**src/hdl/des_block_decrypt_unit_defines.svh**
```systemverilog
// Assertion macros for the DES decrypt pipeline
`ifndef DES_BLOCK_DECRYPT_UNIT_DEFINES_SVH
`define DES_BLOCK_DECRYPT_UNIT_DEFINES_SVH
`ifndef NO_ASSERTIONS
`define DES_ASSERT_IMPL(label, clk, rst_n, ante, cons, msg) \
  label: assert property (@(posedge clk) disable iff (!rst_n) (ante) |-> (cons)) \
    else $error(msg);
`define DES_ASSERT_NEXT(label, clk, rst_n, ante, cons, msg) \
  label: assert property (@(posedge clk) disable iff (!rst_n) (ante) |=> (cons)) \
    else $error(msg);
`else
`define DES_ASSERT_IMPL(label, clk, rst_n, ante, cons, msg)
`define DES_ASSERT_NEXT(label, clk, rst_n, ante, cons, msg)
`endif
`endif

```
**src/hdl/desd_pkg.sv**
```systemverilog
package desd_pkg;

  localparam int Rounds = 16;
  localparam int HalfBits = 28;

  typedef logic [63:0] blk_t;
  typedef logic [HalfBits-1:0] half_t;
  typedef logic [47:0] sub_t;

  // per-round data carried down the pipe
  typedef struct packed {
    logic  vld;
    logic [31:0] l;
    logic [31:0] r;
    half_t c;
    half_t d;
  } stage_t;

  localparam logic [7:0] TabIp [64] = '{
    58,50,42,34,26,18,10,2, 60,52,44,36,28,20,12,4,
    62,54,46,38,30,22,14,6, 64,56,48,40,32,24,16,8,
    57,49,41,33,25,17,9,1,  59,51,43,35,27,19,11,3,
    61,53,45,37,29,21,13,5, 63,55,47,39,31,23,15,7};
  localparam logic [7:0] TabFp [64] = '{
    40,8,48,16,56,24,64,32, 39,7,47,15,55,23,63,31,
    38,6,46,14,54,22,62,30, 37,5,45,13,53,21,61,29,
    36,4,44,12,52,20,60,28, 35,3,43,11,51,19,59,27,
    34,2,42,10,50,18,58,26, 33,1,41,9,49,17,57,25};
  localparam logic [7:0] TabE [48] = '{
    32,1,2,3,4,5, 4,5,6,7,8,9, 8,9,10,11,12,13, 12,13,14,15,16,17,
    16,17,18,19,20,21, 20,21,22,23,24,25, 24,25,26,27,28,29, 28,29,30,31,32,1};
  localparam logic [7:0] TabP [32] = '{
    16,7,20,21,29,12,28,17, 1,15,23,26,5,18,31,10,
    2,8,24,14,32,27,3,9,    19,13,30,6,22,11,4,25};
  localparam logic [7:0] TabPc1 [56] = '{
    57,49,41,33,25,17,9, 1,58,50,42,34,26,18,
    10,2,59,51,43,35,27, 19,11,3,60,52,44,36,
    63,55,47,39,31,23,15, 7,62,54,46,38,30,22,
    14,6,61,53,45,37,29, 21,13,5,28,20,12,4};
  localparam logic [7:0] TabPc2 [48] = '{
    14,17,11,24,1,5, 3,28,15,6,21,10, 23,19,12,4,26,8, 16,7,27,20,13,2,
    41,52,31,37,47,55, 30,40,51,45,33,48, 44,49,39,56,34,53, 46,42,50,36,29,32};
  localparam logic [3:0] TabS [8][64] = '{
    '{14,4,13,1,2,15,11,8,3,10,6,12,5,9,0,7,
      0,15,7,4,14,2,13,1,10,6,12,11,9,5,3,8,
      4,1,14,8,13,6,2,11,15,12,9,7,3,10,5,0,
      15,12,8,2,4,9,1,7,5,11,3,14,10,0,6,13},
    '{15,1,8,14,6,11,3,4,9,7,2,13,12,0,5,10,
      3,13,4,7,15,2,8,14,12,0,1,10,6,9,11,5,
      0,14,7,11,10,4,13,1,5,8,12,6,9,3,2,15,
      13,8,10,1,3,15,4,2,11,6,7,12,0,5,14,9},
    '{10,0,9,14,6,3,15,5,1,13,12,7,11,4,2,8,
      13,7,0,9,3,4,6,10,2,8,5,14,12,11,15,1,
      13,6,4,9,8,15,3,0,11,1,2,12,5,10,14,7,
      1,10,13,0,6,9,8,7,4,15,14,3,11,5,2,12},
    '{7,13,14,3,0,6,9,10,1,2,8,5,11,12,4,15,
      13,8,11,5,6,15,0,3,4,7,2,12,1,10,14,9,
      10,6,9,0,12,11,7,13,15,1,3,14,5,2,8,4,
      3,15,0,6,10,1,13,8,9,4,5,11,12,7,2,14},
    '{2,12,4,1,7,10,11,6,8,5,3,15,13,0,14,9,
      14,11,2,12,4,7,13,1,5,0,15,10,3,9,8,6,
      4,2,1,11,10,13,7,8,15,9,12,5,6,3,0,14,
      11,8,12,7,1,14,2,13,6,15,0,9,10,4,5,3},
    '{12,1,10,15,9,2,6,8,0,13,3,4,14,7,5,11,
      10,15,4,2,7,12,9,5,6,1,13,14,0,11,3,8,
      9,14,15,5,2,8,12,3,7,0,4,10,1,13,11,6,
      4,3,2,12,9,5,15,10,11,14,1,7,6,0,8,13},
    '{4,11,2,14,15,0,8,13,3,12,9,7,5,10,6,1,
      13,0,11,7,4,9,1,10,14,3,5,12,2,15,8,6,
      1,4,11,13,12,3,7,14,10,15,6,8,9,5,0,2,
      6,11,13,8,1,4,10,7,9,5,0,15,14,2,3,12},
    '{13,2,8,4,6,15,11,1,10,9,3,14,5,0,12,7,
      1,15,13,8,10,3,7,4,12,5,6,11,0,14,9,2,
      7,11,4,1,9,12,14,2,0,6,10,13,15,3,5,8,
      2,1,14,7,4,10,8,13,15,12,9,0,5,6,11,3}};

  // DES tables number bits from the MSB, starting at 1
  function automatic blk_t perm_ip(blk_t x);
    blk_t y;
    for (int i = 0; i < 64; i++) y[63-i] = x[64 - int'(TabIp[i])];
    return y;
  endfunction

  function automatic blk_t perm_fp(blk_t x);
    blk_t y;
    for (int i = 0; i < 64; i++) y[63-i] = x[64 - int'(TabFp[i])];
    return y;
  endfunction

  function automatic logic [55:0] perm_pc1(blk_t x);
    logic [55:0] y;
    for (int i = 0; i < 56; i++) y[55-i] = x[64 - int'(TabPc1[i])];
    return y;
  endfunction

  function automatic sub_t perm_pc2(logic [55:0] x);
    sub_t y;
    for (int i = 0; i < 48; i++) y[47-i] = x[56 - int'(TabPc2[i])];
    return y;
  endfunction

  function automatic half_t rotr(half_t x, int unsigned sh);
    half_t y;
    unique case (sh)
      0: y = x;
      1: y = {x[0], x[27:1]};
      default: y = {x[1:0], x[27:2]};
    endcase
    return y;
  endfunction

  function automatic int unsigned round_shift(int unsigned rnd);
    int unsigned s;
    if (rnd == 0) s = 0;
    else if (rnd == 1 || rnd == 8 || rnd == 15) s = 1;
    else s = 2;
    return s;
  endfunction

  function automatic logic [31:0] feistel(logic [31:0] r, sub_t k);
    sub_t x;
    logic [31:0] s;
    logic [31:0] y;
    logic [5:0] six;
    for (int i = 0; i < 48; i++) x[47-i] = r[32 - int'(TabE[i])];
    x = x ^ k;
    for (int i = 0; i < 8; i++) begin
      six = x[47-6*i -: 6];
      s[31-4*i -: 4] = TabS[i][{six[5], six[0], six[4:1]}];
    end
    for (int i = 0; i < 32; i++) y[31-i] = s[32 - int'(TabP[i])];
    return y;
  endfunction

endpackage

```
**src/hdl/desd_round.sv**
```systemverilog
// One Feistel round with its key rotation, registered on advance.
module desd_round import desd_pkg::*; #() (
  input  logic clk,
  input  logic rst_n,
  input  logic adv,
  input  logic [3:0] rnd,
  input  stage_t d_in,
  output stage_t d_out
);
  stage_t q_r, q_nxt;
  half_t c, d;

  always_comb begin
    c = rotr(d_in.c, round_shift(32'(rnd)));
    d = rotr(d_in.d, round_shift(32'(rnd)));
    q_nxt.vld = d_in.vld;
    q_nxt.c = c;
    q_nxt.d = d;
    q_nxt.l = d_in.r;
    q_nxt.r = d_in.l ^ feistel(d_in.r, perm_pc2({c, d}));
  end

  always_ff @(posedge clk) begin
    if (!rst_n) begin
      q_r.vld <= 1'b0;
    end else if (adv) begin
      q_r.vld <= q_nxt.vld;
    end
    if (adv) begin
      q_r.l <= q_nxt.l;
      q_r.r <= q_nxt.r;
      q_r.c <= q_nxt.c;
      q_r.d <= q_nxt.d;
    end
  end

  assign d_out = q_r;
endmodule

```
**config.mk**
```make
export PLATFORM = sky130hd
export DESIGN_NAME = desd_round
export DESIGN_NICKNAME = d
export VERILOG_FILES = /design/src/hdl/des_block_decrypt_unit_defines.svh /design/src/hdl/desd_pkg.sv /design/src/hdl/desd_round.sv
export SDC_FILE = /design/constraint.sdc
export NUM_CORES = 1
export LEC_CHECK = 0
export BUFFER_PORTS_ARGS = -buffer_cell sky130_fd_sc_hd__clkbuf_2
export CELL_PAD_IN_SITES_DETAIL_PLACEMENT = 1
export CELL_PAD_IN_SITES_GLOBAL_PLACEMENT = 2
export CORE_ASPECT_RATIO = 0.6
export CORE_MARGIN = 10
export CORE_UTILIZATION = 28
export CTS_BUF_LIST = sky130_fd_sc_hd__clkbuf_4 sky130_fd_sc_hd__clkbuf_8 sky130_fd_sc_hd__clkbuf_16
export CTS_CLUSTER_SIZE = 8
export DETAILED_ROUTE_END_ITERATION = 6
export GPL_ROUTABILITY_DRIVEN = 0
export GPL_TIMING_DRIVEN = 0
export PLACE_DENSITY_LB_ADDON = 0.1
export SETUP_SLACK_MARGIN = 0.02
export SYNTH_ARGS = -nofsm -noshare
export SYNTH_HDL_FRONTEND = slang
export SYNTH_SLANG_ARGS = --single-unit
```
**constraint.sdc**
```tcl
create_clock -name clk -period 5.9 [get_ports clk]
set_clock_uncertainty 0.05 [all_clocks]
set_input_delay 0.59 -clock clk [delete_from_list [all_inputs] [get_ports clk]]
set_output_delay 0.59 -clock clk [all_outputs]
set_load 0.01 [all_outputs]
```
# --- Word-level counts from Yosys, hierarchy flattened ---
# Memories as Yosys holds them, arrays and structs flattened.
# Index checks and enable logic that the tools add are counted.
# Widths: inputs -> output; s select.
totals:
  ff_bits: 121
  rom_bits: 2048
  in_bits: 128
  word_cells: 59
  memories: 8
memory_table:
  columns: ["name", "depth", "width", "rd", "rd_clocked_by_memory_dff", "wr", "line_no", "text"]
  rows:
  - ["(name not given)", 64, 4, 1, 0, 0, "desd_pkg.sv:129", "s[31-4*i -: 4] = TabS[i][{six[5], six[0], six[4:1]}];"]
  - ["(name not given)", 64, 4, 1, 0, 0, "desd_pkg.sv:129", null]
  - ["(name not given)", 64, 4, 1, 0, 0, "desd_pkg.sv:129", null]
  - ["(name not given)", 64, 4, 1, 0, 0, "desd_pkg.sv:129", null]
  - ["(name not given)", 64, 4, 1, 0, 0, "desd_pkg.sv:129", null]
  - ["(name not given)", 64, 4, 1, 0, 0, "desd_pkg.sv:129", null]
  - ["+2 memories", null, null, null, null, null, null, null]
classes:
  magnitude_cmp: 8
  n_eq_ne: 4
  muxes: 20
  bitwise: 10
  n_reduce_logical: 4
op_table:
  columns: ["op", "n"]
  rows:
  - ["$pmux 28 s2", 2]
  - ["$mux 4", 16]
  - ["$ge 7x7->1 const B", 8]
  - ["$not 6->7", 8]
  - ["$xor 48x48->48", 1]
  - ["$eq 32x1->1 const B", 1]
  - ["$logic_not 32->1", 1]
  - ["$xor 32x32->32", 1]
  - ["$eq 4x4->1 const B", 2]
  - ["$eq 4x1->1 const B", 1]
  - ["$logic_not 4->1", 1]
  - ["$mux 2", 2]
  - ["$logic_or 1x1->1", 2]

# --- Logic depth before layout (Yosys ltp) ---
# Gate-level depths: netlist of run 1.
depth:
  ltp_word: 13
  mapped_depth: 18
  depth_no_buf: 12

# --- Worst setup path before layout of run 1 ---
# OpenSTA, ideal clock, no wires.
synth_timing:
  path_type: "input port to flip-flop"
  startpoint: "input port rnd[3]"
  endpoint: "register q_r, in the netlist d_out[65] (data pin)"
  setup_ps: 259
  arrival_time_ps: 4335
  required_ps: 5591
  setup_slack_ps: 1256
  path_stages: 16
  path_buffers: 5
  path_cell_list: "buf_4 and4_4 buf_6 or3_1 buf_2 buf_6 clkbuf_1 a21oi_1 xor2_1 clkinv_1 ha_1 or2_2 mux4_2 o32a_1 o211ai_1 xnor2_1"
synth_rtl:
  columns: ["element", "line_no", "text"]
  rows:
  - ["from (decl)", "desd_round.sv:6", "input logic [3:0] rnd,"]
  - ["to (decl)", "desd_round.sv:10", "stage_t q_r, q_nxt;"]

==> results of run 1 <==
[Yosys cell counts (5+ instances only)]
master    number
a21oi_1       55
nor2_1        66
o221ai_1       8
nor4_1         5
a222oi_1      23
o221a_2        5
a22oi_1        6
a311oi_1       8
clkbuf_1      45
ha_1          62
o211ai_1      16
nor3_1        25
or3_1          7
a221o_1        6
mux4_2        23
o22ai_1       24
o32ai_1       15
o21ai_0       33
nand2_1       60
a211oi_1      18
a211o_1        5
xnor2_1       77
mux2i_1       33
edfxtp_1     120
mux2_2         6
inv_1         85
buf_2         10
a221oi_1      18
xor2_1        47
nand3_1       31
o32a_1         6
o311ai_0       5
a31oi_1        6
[power by group through the flow]
stage               Combinational, W  Clock (W)  Sequential (W)
floorplan                    0.00114          0         0.00124
detailed placement           0.00182          0         0.00117
CTS                          0.00183    0.00133         0.00116
global route                 0.00202    0.00136         0.00117
finish                       0.00183    0.00130         0.00115
global placement             0.00181          0         0.00117
[per-stage QoR]
stage	total power [W]	worst slack (ns)	utilization (%)
3_5_place_dp	0.00300	-0.552	33.5
2_1_floorplan	0.00238	1.26	-
5_1_grt	0.00455	0.0984	35.5
4_1_cts	0.00432	0.185	35.4
6_report	0.00429	0.459	35.5
3_3_place_gp	0.00298	-0.545	33.4
[layer usage]
metal	vias to the layer above	part of all wire, %	wire, µm	track usage (%)
met4	8	1.1	464	4.14
li1	4548	-	-	-
met5	-	0.14	64	0
met3	29	6.0	2660	5.33
met2	274	47	20800	30.5
met1	5040	46	20200	25.3
[what timing repair did]
action                     in CTS  in global routing
setup endpoints to repair       1                  7
cloned                          0                  0
resized for setup               1                  6
[cell type report]
cell class                      instances  area, µm²  area share, %
Multi-Input combinational cell        771       6100           47.3
Sequential cell                       121       3620           28.1
Timing Repair Buffer                  247       1270           9.81
Tap cell                              476        596           4.61
Clock buffer                           20        448           3.47
Inverter                               89        338           2.62
Buffer                                 63        282           2.18
Clock inverter                         12        246           1.91
Antenna cell                            5       12.5         0.0969
[cell families after synthesis]
group	share of synthesized area [%]
adders and majority gates	7.53
DFF	35.2
muxes	9.02
xor gates and xnor gates	10.9
and+or+nand+nor	10.3
buffers and inverters	5.96
AOI/OAI and AO/OA	21.2
[worst paths after layout]
path	endpoint	slack, ns	cells after the start
worst max-delay path	d_out[65]$_DFFE_PP_	0.46	15
worst min register to register	d_out[120]$_SDFFE_PN0P_	0.48	2
worst max register to register	d_out[120]$_SDFFE_PN0P_	5.26	2
worst min-delay path	d_out[120]$_SDFFE_PN0P_	0.30	2
==> flow_summary.json, run 1 <==
{
  "status": "complete, but fails checks",
  "violated_checks": "design-rule violations",
  "post_drt_wl_per_cell_um": 24.5,
  "p_leak_nw": 5.27,
  "ir_drop_mv": 0.211,
  "routed_wirelength_um": 44200,
  "nNetsFinal": 1500,
  "max_cap_viols": 0,
  "tritoncts.num_buffers": 17,
  "crit-reg2reg-launch": "d_out[120]$_SDFFE_PN0P_",
  "synth_fp_nets": 1234,
  "grt_max_degree": 68,
  "cts-hold-fix-buffers": 0,
  "drt-initial-drc-count": 798,
  "layout-drive-gt1-share_pct": 26.2,
  "finalSetupViolCount": 0,
  "synth.ff_latch_count": 121,
  "boundaryPins": 249,
  "syn_avg_cell_area_um2": 9.87,
  "final_cell_mix": "clkbuf_2, edfxtp_1, inv_1",
  "switching_share_pct": 37.4,
  "placedInstanceArea_um2": 12200,
  "timing.setup.critical_path_class": "in -> reg",
  "syn-instance-count": 1044,
  "die_boundary_height_um": 169,
  "worst-endpoint-arrival_ns": 5.58,
  "final-instance-count-excl-fill": 1804,
  "dpl.cell_count": 1767,
  "sequential_group_share_of_total_power_pct": 26.9,
  "final_max_slew_viol_count": 0,
  "critPathMaxFanout": 11,
  "power_frac_clock_pct": 30.3,
  "cts_setup_buffers": 0,
  "cell_type_group_with_the_largest_total_delay_on_the_critical_path": "buffers and inverters",
  "clkSinkCount": 121,
  "grt-ovfl-total": 0,
  "remaining_drc_errors": 1,
  "num_vias": 9899,
  "worstPathCellList": "clkbuf_2 > clkbuf_1 > or4_1 > clkbuf_1 > clkbuf_2 > o32ai_1 > a21oi_1 > xor2_2 > clkinvlp_4 > ha_1 > or2_2 > mux4_2 > o32a_1 > o211ai_1 > xnor2_1",
  "route.antenna.remaining_nets": 0,
  "htreeDepth": 4,
  "critPathSlowestCell": "xor2_2",
  "timing.final.hold_violations": 0,
  "vias_in_the_first_global_route": 10100,
  "ctsLongestPathBuffers": 2,
  "grt_pass1_wl_um": 65600,
  "cp.required_ns": 6.04,
  "synth.top_cell.area_share_pct": 35.0,
  "grtUsageTotal_pct": 19.1,
  "tritoncts": "done",
  "dr.pass1.iters": 7,
  "critical_path.startpoint": "rnd[0]",
  "hold_path.startpoint": "rst_n",
  "timing.critical_path.slowest_cell_delay_ns": 0.53,
  "antenna_found_initial": 11,
  "yosys_most_used_dff": "edfxtp_1",
  "portBuffers": 246,
  "largest_reg_flops": 121,
  "dieArea_um2": 45100,
  "place.detailed.hpwl_um": 34300,
  "post-synth-top-area-cell": "edfxtp_1",
  "rsz_0062_raised_after_global_routing": "no",
  "ys.warnings.count": 0,
  "tightest_slew_ns": 1.19,
  "yosysSeqAreaShare_pct": 35.2,
  "buffering_stage_count_on_the_worst_path_with_inverters_included": 5,
  "critPathCaptureType": "register",
  "whs_ns": 0.297,
  "chipWidth_um": 268,
  "cts_root_buf": "clkbuf_16",
  "worstSkewPairLatency_ns": 0.45,
  "placementRows": 54,
  "clock.fmax_ghz": 0.184,
  "synth.top_cells.by_area": "edfxtp_1, ha_1, xnor2_1",
  "most_common_library_cell_in_the_layout_ignoring_fill_and_taps": "clkbuf_2",
  "clkSlewWorstSetupHoldPaths_ns": 0.07,
  "ys_async_sr_fraction_pct": 0,
  "synthDistinctLibCells": 75,
  "p_sw_w": 0.00160,
  "cp-start-kind": "input pin",
  "vias_per_instance": 5.49,
  "number_of_synthesized_flops_with_an_enable_pin": 120,
  "powerDensity_nw_per_um2": 332,
  "hp-class": "in -> reg",
  "fin_crit_share_pct": 92.2,
  "combPwrFrac_pct": 42.8,
  "initial_utilization_pct": 28.3,
  "layout.filler_cells": 4208,
  "p_int_w": 0.00268,
  "finalInstanceArea_um2": 12900,
  "sum_of_negative_setup_slack_ns": 0,
  "placeableCoreArea_um2": 36300,
  "area_growth_pct": 25.3,
  "final.min_clock_period_ns": 5.44,
  "mappedNetlistArea_um2": 10300,
  "max_slew_margin_pct": 20.6
}
Note: power is estimated with default switching activity, not from simulation.
==> run 2: changes to the inputs <==
--- a/config.mk
+++ b/config.mk
@@ -5,6 +5,7 @@
 export SDC_FILE = /design/constraint.sdc
 export NUM_CORES = 1
 export LEC_CHECK = 0
+export ABC_AREA = 1
 export BUFFER_PORTS_ARGS = -buffer_cell sky130_fd_sc_hd__clkbuf_2
 export CELL_PAD_IN_SITES_DETAIL_PLACEMENT = 1
 export CELL_PAD_IN_SITES_GLOBAL_PLACEMENT = 2
==> flow_summary.json, run 2 <==
{
  "tightest_slew_ns": 0.892,
  "status": "completed",
  "final_max_slew_viol_count": 0,
  "most_common_library_cell_in_the_layout_ignoring_fill_and_taps": "nand2_1",
  "yosys_most_used_dff": "edfxtp_1",
  "ys.warnings.count": 0,
  "cts-hold-fix-buffers": 0,
  "grt-ovfl-total": 0,
  "fin_crit_share_pct": 56.3,
  "crit-reg2reg-launch": "d_out[120]$_SDFFE_PN0P_",
  "critPathSlowestCell": "ha_1",
  "placementRows": 58,
  "p_sw_w": 0.00156,
  "tritoncts.num_buffers": 17,
  "final_core_utilization_pct": 34.4,
  "finalInstanceArea_um2": 14400,
  "finalSetupViolCount": 0,
  "placedInstanceArea_um2": 13800,
  "synth.ff_latch_count": 121,
  "area_growth_pct": 21.3,
  "nNetsFinal": 2214,
  "tritoncts": "done",
  "combPwrFrac_pct": 42.3,
  "vias_per_instance": 5.00,
  "timing.final.hold_violations": 0,
  "worst_reg2reg_path_endpoint": "d_out[120]$_SDFFE_PN0P_",
  "cts_root_buf": "clkbuf_16",
  "cell_type_group_with_the_largest_total_delay_on_the_critical_path": "simple AND/OR/NAND/NOR gates",
  "critical_path.most_common_cell": "nand2_1",
  "hp-class": "in -> reg",
  "vias_in_the_first_global_route": 13400,
  "post_drt_wl_per_cell_um": 20.7,
  "p_leak_nw": 7.65,
  "portBuffers": 248,
  "dpl.cell_count": 2575,
  "num_vias": 13100,
  "largest_reg_flops": 121,
  "synth.top_cell.area_share_pct": 30.4,
  "synthDistinctLibCells": 35,
  "p_total_w": 0.00371,
  "grt_pass1_wl_um": 82500,
  "final.min_clock_period_ns": 3.32,
  "ir_drop_mv": 0.184,
  "clock.fmax_ghz": 0.301,
  "syn_avg_cell_area_um2": 6.75,
  "clkSlewWorstSetupHoldPaths_ns": 0.06,
  "initial_utilization_pct": 28.3,
  "worst_hold_path.num_cells": 3,
  "worstSkewPairLatency_ns": 0.45,
  "die_boundary_height_um": 179,
  "htreeDepth": 4,
  "synth_fp_nets": 1946,
  "cp.required_ns": 6.05,
  "remaining_drc_errors": 0,
  "ctsLongestPathBuffers": 2,
  "max_cap_viols": 0,
  "routed_wirelength_um": 54100,
  "syn-instance-count": 1756,
  "max_slew_margin_pct": 40.4,
  "worstPathCellList": "clkbuf_2 > nor2_4 > nand2_4 > buf_4 > buf_6 > nand4_1 > nand3_2 > nand2_1 > nand2_1 > ha_1 > inv_1 > nand3_1 > nand2_1 > nand2_1 > nand2_1 > nand2_1 > nand2_1 > nand2_1 > nand3b_1 > nand2_1",
  "critPathMaxFanout": 10,
  "critPathCaptureType": "register",
  "post_cts_resize_count": 0,
  "boundaryPins": 249,
  "sequential_group_share_of_total_power_pct": 29.9,
  "worstRegToRegCells": 2,
  "layout-drive-gt1-share_pct": 21.2,
  "final-instance-count-excl-fill": 2610,
  "flop2flop_setup_slack_ns": 5.21,
  "number_of_synthesized_flops_with_an_enable_pin": 120,
  "final_cell_mix": "nand2_1, nand3_1, clkbuf_2",
  "timing.setup.critical_path_class": "in -> reg",
  "buffering_stage_count_on_the_worst_path_with_inverters_included": 4,
  "rsz_0062_raised_after_global_routing": "no",
  "sum_of_negative_setup_slack_ns": 0,
  "power_frac_clock_pct": 27.8,
  "yosysSeqAreaShare_pct": 30.6,
  "timing.critical_path.slowest_cell_delay_ns": 0.44,
  "grt_max_degree": 65,
  "hold_path.startpoint": "d_in[120]",
  "drt-initial-drc-count": 945,
  "dieArea_um2": 51300,
  "antenna_found_initial": 7,
  "chipWidth_um": 286,
  "clkSinkCount": 121,
  "place.detailed.hpwl_um": 44400,
  "worst-endpoint-arrival_ns": 3.47,
  "placeableCoreArea_um2": 41900,
  "cts_setup_buffers": 0,
  "route.antenna.remaining_nets": 0,
  "post-synth-top-area-cell": "edfxtp_1",
  "synth.top_cells.by_area": "edfxtp_1, nand2_1, nand3_1",
  "mappedNetlistArea_um2": 11900,
  "min_to": "d_out[120]$_SDFFE_PN0P_",
  "dr.pass1.iters": 5,
  "p_int_w": 0.00216,
  "grtUsageTotal_pct": 20.8,
  "yosysMostFrequentCell": "nand2_1",
  "powerDensity_nw_per_um2": 258,
  "most_frequent_cells_after_synthesis": "nand2_1, nand3_1, inv_1",
  "ys_async_sr_fraction_pct": 0,
  "switching_share_pct": 41.9,
  "cp-start-kind": "input pin"
}
run 2: cell count changes in the layout (fill, tap and decap cells not counted), sizes merged, moves of 48 or more:
cell	previous run	this run
nor2	66	12
xnor2	77	1
nand2	60	763
nand3	31	358
a21oi	55	7
inv	87	233
nand4	4	93
run 2: how the worst max path moves through the flow:
stage / from / cells after the start / end
floorplan: rnd[1] / 18 / d_out[76]$_DFFE_PP_
finish: rnd[1] / 20 / d_out[60]$_DFFE_PP_
CTS: rnd[1] / 20 / d_out[60]$_DFFE_PP_
global route: rnd[0] / 20 / d_out[60]$_DFFE_PP_
detailed placement: rnd[1] / 20 / d_out[60]$_DFFE_PP_
global placement: adv / 3 / d_out[120]$_SDFFE_PN0P_
run 2: per-stage QoR:
stage               hold slack, ns  setup WS (ns)
floorplan                    0.505           3.03
global placement             0.470           2.21
detailed placement           0.489           2.25
CTS                          0.290           2.69
global route                 0.304           2.48
finish                       0.307           2.58
run 2: routing by layer:
metal  wire length [µm]  track usage, %  vias to the layer above
met3               3260            5.21                       36
li1                   -               -                     6338
met1              26100            28.9                     6369
met4                731            4.62                        4
met2              24000            31.9                      310
met5                 27               0                        -
run 2: power groups by stage:
stage	Clock, W	Sequential (W)	Combinational (W)
after floorplan	0	0.00118	0.000946
after global placement	0	0.00113	0.00155
after detailed placement	0	0.00113	0.00157
after CTS	0.00107	0.00111	0.00157
after global routing	0.00109	0.00112	0.00177
final	0.00103	0.00111	0.00157
run 2: worst min-delay path, cell delays in order:
cell and delay, ns:
clkbuf_2 0.08, inv_1 0.04, a21oi_1 0.05
run 2: cell families (layout without fill, tap and decap cells):
family	after synthesis	count (layout)	synth area share [%]
AO/OA/AOI/OAI	37	37	2.30
XOR/XNOR	10	10	1.31
adder cells (fa/ha/maj)	62	62	6.54
buffers and inverters	278	557	10.8
flip-flops	121	121	30.6
other	0	5	0
AND/OR/NAND/NOR	1248	1248	48.5
run 2: cell type report:
class                           instances  area [µm²]
Antenna cell                            5        12.5
Buffer                                 44         398
Clock buffer                           19         440
Clock inverter                         11        83.8
Fill cell                            5385       27500
Inverter                              234         881
Multi-Input combinational cell       1357        6960
Sequential cell                       121        3620
Tap cell                              570         713
Timing Repair Buffer                  249        1280
==> run 3: changes to the inputs <==
--- a/config.mk
+++ b/config.mk
@@ -5,7 +5,7 @@
 export SDC_FILE = /design/constraint.sdc
 export NUM_CORES = 1
 export LEC_CHECK = 0
-export ABC_AREA = 1
+export ABC_AREA = 0
 export BUFFER_PORTS_ARGS = -buffer_cell sky130_fd_sc_hd__clkbuf_2
 export CELL_PAD_IN_SITES_DETAIL_PLACEMENT = 1
 export CELL_PAD_IN_SITES_GLOBAL_PLACEMENT = 2
==> constraint.sdc (replaced) <==
create_clock -name clk -period 3.39 [get_ports clk]
set_clock_uncertainty 0.05 [all_clocks]
set_input_delay 0.339 -clock clk [delete_from_list [all_inputs] [get_ports clk]]
set_output_delay 0.339 -clock clk [all_outputs]
set_load 0.01 [all_outputs]
==> flow_summary.json, run 3 (synthesis results as in run 1) <==
{
  "status": "complete, but fails checks",
  "violated_checks": "negative setup slack",
  "tritoncts.num_buffers": 17,
  "route.antenna.remaining_nets": 0,
  "dieArea_um2": 45100,
  "setup_ws_ns": -0.0469,
  "sum_of_negative_setup_slack_ns": -0.0849,
  "cts_root_buf": "clkbuf_16",
  "clkSlewWorstSetupHoldPaths_ns": 0.06,
  "worst_hold_path.num_cells": 2,
  "worstPathCellList": "buf_12 > and4_4 > or3_4 > buf_12 > buf_12 > a221oi_4 > xor2_4 > buf_12 > ha_4 > mux4_2 > nor2_1 > a21oi_1 > a21oi_1 > xor2_1",
  "critical_path.most_common_cell": "buf_12",
  "chipWidth_um": 268,
  "vias_in_the_first_global_route": 10600,
  "cp.required_ns": 3.52,
  "placedInstanceArea_um2": 12700,
  "routed_wirelength_um": 46200,
  "crit-reg2reg-launch": "d_out[120]$_SDFFE_PN0P_",
  "placementRows": 54,
  "timing.critical_path.slowest_cell_delay_ns": 0.48,
  "layout.filler_cells": 4016,
  "drt-initial-drc-count": 827,
  "final.min_clock_period_ns": 3.44,
  "largest_reg_flops": 121,
  "timing.setup.critical_path_class": "in -> reg",
  "p_leak_nw": 6.40,
  "fin_crit_share_pct": 101,
  "timing.final.hold_violations": 0,
  "vias_per_instance": 5.39,
  "grt-ovfl-total": 0,
  "powerDensity_nw_per_um2": 504,
  "grtUsageTotal_pct": 19.9,
  "grt_max_degree": 63,
  "most_common_library_cell_in_the_layout_ignoring_fill_and_taps": "clkbuf_2",
  "tritoncts": "done",
  "finalInstanceArea_um2": 15800,
  "die_boundary_height_um": 169,
  "max_cap_viols": 0,
  "critPathMaxFanout": 8,
  "final_max_slew_viol_count": 0,
  "flop2flop_setup_slack_ns": 2.74,
  "worstSkewPairLatency_ns": 0.44,
  "grt_pass1_wl_um": 68600,
  "nNetsFinal": 1616,
  "remaining_drc_errors": 0,
  "hold_path.startpoint": "rst_n",
  "initial_utilization_pct": 28.3,
  "finalSetupViolCount": 3,
  "dr.pass1.iters": 7,
  "final_cell_mix": "clkbuf_2, edfxtp_1, buf_4",
  "portBuffers": 246,
  "place.detailed.hpwl_um": 33900,
  "boundaryPins": 249,
  "critPathCaptureType": "register",
  "cp-start-kind": "input pin",
  "post_drt_wl_per_cell_um": 24.0,
  "rsz_0062_raised_after_global_routing": "yes",
  "max_slew_margin_pct": 23.6,
  "cts-hold-fix-buffers": 0,
  "layout-drive-gt1-share_pct": 46.6,
  "placeableCoreArea_um2": 36300,
  "htreeDepth": 4,
  "clkSinkCount": 121,
  "worst-endpoint-arrival_ns": 3.56,
  "antenna_found_initial": 9,
  "ir_drop_mv": 0.385,
  "tightest_slew_ns": 1.15,
  "ctsLongestPathBuffers": 2,
  "min_to": "d_out[120]$_SDFFE_PN0P_",
  "num_vias": 10400,
  "area_growth_pct": 53.4,
  "worstRegToRegCells": 2,
  "clock.fmax_ghz": 0.291,
  "hp-class": "in -> reg",
  "critPathSlowestCell": "mux4_2",
  "worst_reg2reg_path_endpoint": "d_out[120]$_SDFFE_PN0P_",
  "final_core_utilization_pct": 43.5
}
==> run 3: metrics by stage <==
stage	setup WS (ns)	cells	hold WS, ns	total power, W
finish	-0.0469	1924	0.0532	0.00797
global route	-0.0906	1923	0.0394	0.00846
CTS	-0.00157	1888	0.0284	0.00768
detailed placement	-1.69	1767	0.473	0.00538
global placement	-1.81	1766	0.453	0.00538
floorplan	-0.538	1044	0.388	0.00429
==> run 3: power by group <==
group          internal, W  switching [W]
Combinational      0.00183        0.00228
Clock              0.00108       0.000778
Sequential         0.00195      0.0000607
Total              0.00485        0.00312
==> run 3: what timing repair did <==
action                     in CTS  in global routing
setup endpoints to repair      32                 32
pin swaps                      51                 46
gates resized for setup       154                141
cloned                          2                  0
buffers inserted               91                 29
==> run 3: cell type report <==
class	instances	area, µm²	share of cell area, %
diodes	9	22.5	0.142
plain buffers	58	527	3.33
well taps	476	596	3.77
flip-flops and latches	121	3620	22.9
inverters	89	365	2.31
repair buffers	368	2420	15.3
multi-input cells	771	7680	48.6
clock buffers	17	425	2.69
clock inverters	15	151	0.957
==> run 3: worst max path at each step <==
stage | from | endpoint | slack, ns | depth (start not counted)
final | rnd[3] | d_out[64]$_DFFE_PP_ | -0.05 | 14
after global routing | rnd[3] | d_out[64]$_DFFE_PP_ | -0.09 | 14
after CTS | rnd[0] | d_out[58]$_DFFE_PP_ | -0.002 | 13
after detailed placement | rnd[2] | d_out[80]$_DFFE_PP_ | -1.69 | 12
after global placement | rnd[1] | d_out[68]$_DFFE_PP_ | -1.81 | 13
after floorplan | rnd[2] | d_out[80]$_DFFE_PP_ | -0.54 | 12
==> run 3: critical path: cells and delay by family <==
kind,cells,cell delay (ns)
buf+inv,4,0.59
simple gates,3,0.77
fa+ha+maj,1,0.23
mux,1,0.48
xor+xnor,2,0.32
compound gates,3,0.82
==> run 3: per-layer routing <==
layer / vias to the layer above / global-route usage (%) / wire (µm)
li1: 4771 / - / -
met1: 5284 / 26.6 / 20900
met2: 269 / 31.2 / 21800
met3: 44 / 4.92 / 2630
met4: 2 / 6.14 / 797
met5: - / 0 / 13
